`src/hw/rtl/rkrf_pkg.sv`:
```
// Shared types and constants for the RGB 3x3 region filter.
package rkrf_pkg;

   localparam int SAMPLE_BITS = 8;
   localparam int CHANNELS = 3;
   localparam int PIX_BITS = SAMPLE_BITS * CHANNELS;
   localparam int WINDOW_TAPS = 9;

   localparam int WIDTH_BITS = 12;
   localparam int HEIGHT_BITS = 13;
   localparam int LEFT_BITS = 11;
   localparam int TOP_BITS = 12;
   localparam int RIGHT_BITS = 12;
   localparam int BOTTOM_BITS = 13;
   localparam int LEVEL_BITS = 8;

   localparam int CSR_INDEX_BITS = 3;
   localparam int CSR_DATA_BITS = 13;

   localparam int ROW_BITS = 13;
   localparam int COUNT_BITS = 24;
   localparam int POS_BITS = 26;
   localparam int CMP_BITS = 14;

   // Signed kernel sum of one channel and the box blur quotient path.
   localparam int SUM_BITS = 14;
   localparam int BOX_BITS = 12;
   localparam int DIV9_SHIFT = 16;
   localparam int DIV9_MUL = (2 ** DIV9_SHIFT + 8) / 9;
   localparam int DIV9_PROD_BITS = 25;

   typedef logic [PIX_BITS-1:0] pixel_type;

   typedef enum logic [1:0] {
      KERNEL_EDGE    = 2'd0,
      KERNEL_SHARPEN = 2'd1,
      KERNEL_BOX     = 2'd2,
      KERNEL_GAUSS   = 2'd3
   } kernel_type;

   typedef enum logic [CSR_INDEX_BITS-1:0] {
      CSR_IMAGE_WIDTH   = 3'd0,
      CSR_IMAGE_HEIGHT  = 3'd1,
      CSR_REGION_LEFT   = 3'd2,
      CSR_REGION_TOP    = 3'd3,
      CSR_REGION_RIGHT  = 3'd4,
      CSR_REGION_BOTTOM = 3'd5,
      CSR_KERNEL_MODE   = 3'd6,
      CSR_MAX_LEVEL     = 3'd7
   } csr_index_type;

   typedef struct packed {
      logic [WIDTH_BITS-1:0]  image_width;
      logic [HEIGHT_BITS-1:0] image_height;
      logic [LEFT_BITS-1:0]   region_left;
      logic [TOP_BITS-1:0]    region_top;
      logic [RIGHT_BITS-1:0]  region_right;
      logic [BOTTOM_BITS-1:0] region_bottom;
      kernel_type             kernel_mode;
      logic [LEVEL_BITS-1:0]  max_level;
   } cfg_type;

   typedef struct packed {
      pixel_type pixel;
      logic      emit;
      logic      filt;
      logic      last;
   } scan_item_type;

   typedef struct packed {
      logic filt;
      logic last;
   } tap_flags_type;

   typedef struct packed {
      pixel_type pixel;
      logic      last;
   } result_type;

endpackage

```
`src/hw/rtl/rkrf_kernel.sv`:
```
// Kernel sums, normalization, clamping and the result register.
module rkrf_kernel (
   input  logic                    clock,
   input  logic                    reset,
   input  rkrf_pkg::kernel_type    kernel_mode,
   input  logic [7:0]              max_level,
   input  logic                    in_valid,
   input  rkrf_pkg::pixel_type     window [rkrf_pkg::WINDOW_TAPS],
   input  rkrf_pkg::tap_flags_type in_flags,
   output logic                    in_ready,
   output logic                    out_valid,
   input  logic                    out_ready,
   output rkrf_pkg::result_type    out_result
);
   localparam int SW = rkrf_pkg::SUM_BITS;
   localparam int SB = rkrf_pkg::SAMPLE_BITS;

   logic                    s3_valid_ff, s3_valid_in;
   logic signed [SW-1:0]    sum_ff [rkrf_pkg::CHANNELS];
   logic signed [SW-1:0]    sum_in [rkrf_pkg::CHANNELS];
   rkrf_pkg::pixel_type     center_ff, center_in;
   rkrf_pkg::tap_flags_type flags_ff, flags_in;
   logic                    out_valid_ff, out_valid_in;
   rkrf_pkg::result_type    result_ff, result_in;
   rkrf_pkg::pixel_type     filtered;
   logic signed [SW-1:0]    all9, cross_sum, mid;
   logic                    s3_fire, out_free, in_fire;

   // Rounds box and Gauss sums to their quotient, then clamps one channel sum to 0..max_level.
   function automatic logic [SB-1:0] finish(logic signed [SW-1:0] s,
                                            rkrf_pkg::kernel_type m,
                                            logic [7:0] lim);
      logic signed [SW-1:0]                   v;
      logic [rkrf_pkg::BOX_BITS-1:0]          x;
      logic [rkrf_pkg::DIV9_PROD_BITS-1:0]    prod;
      x = rkrf_pkg::BOX_BITS'(s + SW'(4));
      prod = rkrf_pkg::DIV9_PROD_BITS'(x)
         * rkrf_pkg::DIV9_PROD_BITS'(rkrf_pkg::DIV9_MUL);
      unique case (m)
         rkrf_pkg::KERNEL_EDGE, rkrf_pkg::KERNEL_SHARPEN: v = s;
         rkrf_pkg::KERNEL_BOX:
            v = (s < 0) ? '0 : signed'(SW'(prod >> rkrf_pkg::DIV9_SHIFT));
         rkrf_pkg::KERNEL_GAUSS: v = (s < 0) ? '0 : ((s + SW'(8)) >>> 4);
      endcase
      priority if (v < 0) begin
         finish = '0;
      end else if (v > signed'(SW'(lim))) begin
         finish = SB'(lim);
      end else begin
         finish = v[SB-1:0];
      end
   endfunction

   always_comb begin
      out_free = !out_valid_ff || out_ready;
      s3_fire = s3_valid_ff && out_free;
      in_ready = !s3_valid_ff || s3_fire;
      in_fire = in_valid && in_ready;

      // Every kernel is built from the nine-tap sum, the four-neighbor sum and the center.
      all9 = '0;
      cross_sum = '0;
      mid = '0;
      for (int ch = 0; ch < rkrf_pkg::CHANNELS; ch++) begin
         all9 = '0;
         for (int t = 0; t < rkrf_pkg::WINDOW_TAPS; t++) begin
            all9 = all9 + SW'(window[t][ch*SB +: SB]);
         end
         cross_sum = SW'(window[1][ch*SB +: SB]) + SW'(window[3][ch*SB +: SB])
            + SW'(window[5][ch*SB +: SB]) + SW'(window[7][ch*SB +: SB]);
         mid = SW'(window[4][ch*SB +: SB]);
         unique case (kernel_mode)
            rkrf_pkg::KERNEL_EDGE:    sum_in[ch] = (mid <<< 3) + mid - all9;
            rkrf_pkg::KERNEL_SHARPEN: sum_in[ch] = (mid <<< 2) + mid - cross_sum;
            rkrf_pkg::KERNEL_BOX:     sum_in[ch] = all9;
            rkrf_pkg::KERNEL_GAUSS:   sum_in[ch] = all9 + cross_sum + (mid <<< 1) + mid;
         endcase
         if (!in_fire) begin
            sum_in[ch] = sum_ff[ch];
         end
      end
      center_in = in_fire ? window[4] : center_ff;
      flags_in = in_fire ? in_flags : flags_ff;
      s3_valid_in = in_fire ? 1'b1 : (s3_fire ? 1'b0 : s3_valid_ff);

      for (int ch = 0; ch < rkrf_pkg::CHANNELS; ch++) begin
         filtered[ch*SB +: SB] = finish(sum_ff[ch], kernel_mode, max_level);
      end
      result_in = result_ff;
      if (s3_fire) begin
         result_in = '{pixel: (flags_ff.filt ? filtered : center_ff), last: flags_ff.last};
      end
      out_valid_in = s3_fire ? 1'b1 : (out_ready ? 1'b0 : out_valid_ff);
   end

   always_ff @(posedge clock) begin
      if (reset) begin
         s3_valid_ff <= 1'b0;
         out_valid_ff <= 1'b0;
      end else begin
         s3_valid_ff <= s3_valid_in;
         out_valid_ff <= out_valid_in;
      end
      sum_ff <= sum_in;
      center_ff <= center_in;
      flags_ff <= flags_in;
      result_ff <= result_in;
   end

   assign out_valid = out_valid_ff;
   assign out_result = result_ff;
endmodule

```
`config.mk`:
```
export PLATFORM = sky130hd
export DESIGN_NAME = rkrf_kernel
export DESIGN_NICKNAME = d
export VERILOG_FILES = /design/src/hw/rtl/rkrf_pkg.sv /design/src/hw/rtl/rkrf_kernel.sv
export SDC_FILE = /design/constraint.sdc
export NUM_CORES = 1
export LEC_CHECK = 0
export CAP_MARGIN = 20
export CORE_ASPECT_RATIO = 0.75
export CORE_MARGIN = 5
export CORE_UTILIZATION = 35
export CTS_BUF_LIST = sky130_fd_sc_hd__clkbuf_4 sky130_fd_sc_hd__clkbuf_8
export DETAILED_ROUTE_END_ITERATION = 7
export DONT_BUFFER_PORTS = 1
export SLEW_MARGIN = 40
export SYNTH_ARGS = -nofsm -noshare
export SYNTH_HDL_FRONTEND = slang
export SYNTH_SLANG_ARGS = --single-unit
export TNS_END_PERCENT = 30
```
`constraint.sdc`:
```
create_clock -name clock -period 9.46 [get_ports clock]
set_input_delay 0 -clock clock [delete_from_list [all_inputs] [get_ports clock]]
set_output_delay 0 -clock clock [all_outputs]
set_load 0.01 [all_outputs]
```
== After elaboration in Yosys (flattened, before gate mapping) ==
Cells that the tools add are included.
Storage, ports and cells
  input port bits: 232
  flip-flop bits (word level): 95
Operators by class
  equal/unequal tests: 3
  muxes and demuxes: 23
  add/sub/neg operators: 60
  multipliers: 3
  reductions and logical operators: 10
  $lt $le $gt $ge: 9
Operators by type and width (count)
  case mux 14 bit (4 select lines): 3
  case mux 14 bit (3 select lines): 3
  adder 10 x 8 -> 11 bit: 9
  adder 14 x 8 -> 14 bit: 6
  < comparator 14 x 1 -> 1 bit (second input constant): 6
  adder 11 x 8 -> 12 bit: 6
  multiplier 12 x 12 -> 24 bit (second input constant): 3
  adder 9 x 8 -> 10 bit: 6
  adder 8 x 8 -> 9 bit: 6
  two-way mux 8 bit: 6
  adder 13 x 8 -> 14 bit: 3
  adder 14 x 10 -> 14 bit: 3
  adder 14 x 12 -> 14 bit: 3
  adder 14 x 4 -> 14 bit (second input constant): 3
  adder 14 x 9 -> 14 bit: 3
  greater-than comparator 14 x 9 -> 1 bit: 3
  subtractor 13 x 14 -> 14 bit: 3
  adder 12 x 8 -> 13 bit: 3
  adder 12 x 4 -> 12 bit (second input constant): 3
  subtractor 11 x 11 -> 12 bit: 3
  two-way mux 10 bit: 3
  two-way mux 9 bit: 3
  two-way mux 24 bit: 1
  == test 2 bit (second input constant): 2
  other kinds (8): 15

== Depth between registers and ports, before layout ==
  depth after elaboration: 12
  mapped depth: 33

== Worst setup path before layout ==
Ideal clock, no wire load.
  path kind: register to register
  start point: register sum_ff[31] (netlist name)
  end point: register result_ff (netlist bit out_result[1]) (data pin)
  stages on the path, launching flop included: 34
  clock period less this slack: 7.330 ns
  required time: 9.280 ns
  slack: 2.130 ns
  data arrival time: 7.150 ns
  library setup time: 0.180 ns
  cells stage by stage: edfxtp_1 ha_1 and3_1 nand2_1 xnor2_1 xor2_1 ha_1 a21o_1 ha_1 inv_1 fa_1 inv_1 fa_1 inv_1 fa_1 inv_1 ha_1 a21o_1 a21oi_2 o21ai_0 a21o_1 nand2_1 mux2_2 or2_2 ha_1 nor2b_1 o21a_1 o21ai_0 a21oi_1 nor3_1 o32a_2 o21ai_2 or4_1 o311ai_1
On the way
  word-level cells in the longest chain between the ends: 8
  elaborated cells on any way between the ends: 12
  those cells by class: add/sub: 2; mul: 1; order compare: 3; mux: 6
Ends and longest elaborated chain
  from (decl): line rkrf_kernel.sv:19  | logic signed [SW-1:0] sum_ff [rkrf_pkg::CHANNELS];
  from (signal assigned): line rkrf_kernel.sv:104  | sum_ff <= sum_in;
  adder 12 x 4 -> 12 bit: line rkrf_kernel.sv:36  | x = rkrf_pkg::BOX_BITS'(s + SW'(4));
  multiplier 12 x 12 -> 24 bit: line rkrf_kernel.sv:38  | * rkrf_pkg::DIV9_PROD_BITS'(rkrf_pkg::DIV9_MUL);
  two-way mux 9 bit: line rkrf_kernel.sv:42  | v = (s < 0) ? '0 : signed'(SW'(prod >> rkrf_pkg::DIV9_SHIFT));
  case mux 14 bit (3 select lines) *: line rkrf_kernel.sv:39  | unique case (m)
  greater-than comparator 14 x 9 -> 1 bit: line rkrf_kernel.sv:47  | end else if (v > signed'(SW'(lim))) begin
  two-way mux 8 bit: line rkrf_kernel.sv:47
  two-way mux 8 bit *: line rkrf_kernel.sv:45  | priority if (v < 0) begin
  two-way mux 24 bit *: line rkrf_kernel.sv:91  | result_in = '{pixel: (flags_ff.filt ? filtered : center_ff), last: flags_ff.last};
  to (signal assigned): line rkrf_kernel.sv:107  | result_ff <= result_in;
  to (decl): line rkrf_kernel.sv:24  | rkrf_pkg::result_type result_ff, result_in;
Every way passes the cells marked *; elsewhere a longest branch is shown, timed or not.
A chain may end at the register's enable or synchronous reset.

== Worst setup path in the final report ==
  start point: register sum_ff[3] (netlist name)
  end point: register result_ff (netlist bit out_result[21]) (data pin)
Same word-level chain as after synthesis.

==> out/metrics.cfg <==
[detailed_routing]
wl_mm=63.26
wl_per_cell_um=18.04
vias_per_cell=4.991
vias=17500
drcViolationCount=0
drtIter0Drc=1185
dr.pass1.iters=5
drtAntennaViolNets=0

[sta]
slew_violations=0
rsz0062_at_grt=false
fin_setup_tns_ps=0
fin_crit_sh_pct=88.07
clock.fmax_ghz=0.1200
hold_viol=0
fin_skew_ps=6.924
slew_headroom_pct=43.19
worstMarginPinSlew_ps=849.1
min_period_ps=8332
setup_viol=0

[floorplan]
die_h_um=242.6
fp-row-count=85
io_pins=259
start_util_pct=35.26
dieArea_mm2=0.07764
core-area_mm2=0.07157
die_w_um=320.1

[final_layout]
n_fill_cell=7146
fin_nets=3576
stdcell_area_mm2=0.02696
area_delta_synth_final_pct=6.822
utilization_pct=37.67
drive_gt1_share_pct=3.103

[worst_setup_path]
crit_start=sum_ff[3]
regToRegStartpoint=sum_ff[3]
slowest_delay_ps=540
worstSetupEndpointType=register
cp_data_arrival_time_ps=8470
required_ps=9590
worstReg2RegEnd=out_result[21]
rrSetupSlack_ps=1130
path_max_fanout=8
worstSetupStartpointType=register
critical_path_class=register to register
crit_slowest_cell=xor2_1
endpoint=out_result[21]
reg2regPathDepth=32

[clock_tree]
post-cts-setup-buffers=0
htreeDepth=3
post_cts_resized=0
clk_latency_ps=380
clockBufferDepth=2
clock-sinks=95
cts_tree=built
cts_buffers=9
clockRootBuffer=clkbuf_8
clk_pin_slew_worst_paths_ps=90

[global_routing]
grt_use_total_pct=16.28
antenna_found_initial=2
overflow=0
grt_pass1_wl_mm=101.6
first_global_vias=18107
grt_max_degree=65

[placement]
gp_congestion=0.8755
dp_hpwl_mm=53.58
dpl_cell_area_mm2=0.02633
port_buffers=0

[logic_synthesis]
yosysTopAreaCellShare_pct=27.84
async_flop_share_pct=0
yosysUniqueCellTypes=93
ys_ff_latch=95
syn_area_per_cell_um2=10.01
synth.most_common_cell=ha_1
synth_top_area_cell=fa_1
synth_area_leaders=fa_1 (28%), ha_1 (22%), edfxtp_1 (11%), inv_1 (6.4%), xnor2_1 (5.4%)
ys_warn_count=0
netlist_instances=2521
synth_area_mm2=0.02524
synthTopCellsByCount=ha_1 (452), inv_1 (429), fa_1 (351), xnor2_1 (156), a21oi_1 (132)
yosys_most_used_dff=edfxtp_1
yosysSeqAreaShare_pct=11.22
synth_edf_count=93
syn-num-nets=3556

[min_path]
hp-class=primary input to register

[run_status]
outcome=finished clean

[run]
maxCapViolations=0

[worst max-delay path, delay by kind of cell (launching register included)]
| family | cells | cell delay [ps] |
|---|---|---|
| xor gates and xnor gates | 2 | 640 |
| muxes | 1 | 330 |
| DFF | 1 | 490 |
| buffers and inverters | 5 | 400 |
| adders and majority gates | 8 | 2980 |
| and+or+nand+nor | 5 | 1220 |
| AOI/OAI and AO/OA | 11 | 1980 |
[through the flow]
step	std cells	hold slack, ps	worst slack (ps)
after CTS	3503	3.166	1265
final	3506	23.54	1128
after floorplan	2521	72.38	2130
after global placement	3444	75.90	1443
after global routing	3505	6.031	598.2
after detailed placement	3445	78.93	1299
[kinds of logic after synthesis]
logic type               synth area share, %
AO/OA/AOI/OAI                          12.97
XOR/XNOR                               8.254
adder cells (fa/ha/maj)                50.53
buffers and inverters                  7.010
flip-flops                             11.22
multiplexers                           2.627
AND/OR/NAND/NOR                        7.386
[how the worst min path moves through the flow]
stage	startpoint	endpoint	cells past startpoint
global placement	reset	out_valid	1
finish	kernel_mode[0]	sum_ff[19]	2
global route	kernel_mode[0]	sum_ff[33]	2
CTS	kernel_mode[0]	sum_ff[19]	2
detailed placement	reset	s3_valid_ff	1
floorplan	reset	out_valid	1
[cells in the final DEF (no fill, tap or decap), types with 14 or more instances in the layout]
master / instances
edfxtp_1: 93
o21ai_0: 86
xor2_1: 80
fa_1: 351
nor3_1: 35
xnor2_1: 156
nand3_1: 19
dlygate4sd3_1: 40
inv_1: 428
o21bai_1: 33
a21o_1: 61
mux4_2: 16
mux2i_1: 24
a21oi_1: 132
nor2b_1: 33
nand4_1: 18
o2bb2ai_1: 17
o21a_1: 14
nor2_1: 115
nand2_1: 104
ha_1: 452
a211oi_1: 16
[layout make-up]
type / count / area [um2] / area share (%)
multi-input cells: 1959 / 20640 / 76.56
inverters: 430 / 1614 / 5.987
well taps: 957 / 1197 / 4.441
flip-flops and latches: 95 / 2833 / 10.51
diodes: 3 / 7.507 / 0.02784
repair buffers: 46 / 467.9 / 1.736
clock inverters: 6 / 67.56 / 0.2506
clock buffers: 10 / 131.4 / 0.4873
[layer usage]
metal  track usage [%]  share of wire, %  up-vias
li1                  -                 -     8637
met1             25.03                51     8432
met2             24.78                43      380
met3             1.888               4.7       49
met4             3.064               1.8        2
met5                 0             0.021        -
[state kept, by name, summed over array words and instances (netlist names)]
register / cells
sum_ff: 42
out_result: 25
center_ff: 24
flags_ff: 2
out_valid: 1
s3_valid_ff: 1
[what timing repair did]
item / CTS / global route
hold buffers: 42 / 0
endpoints found under the setup margin: 0 / 0
hold endpoints to repair: 72 / 0
Power is not shown: default switching activity piles up to over one toggle a cycle in this logic, so the estimate is an artifact.
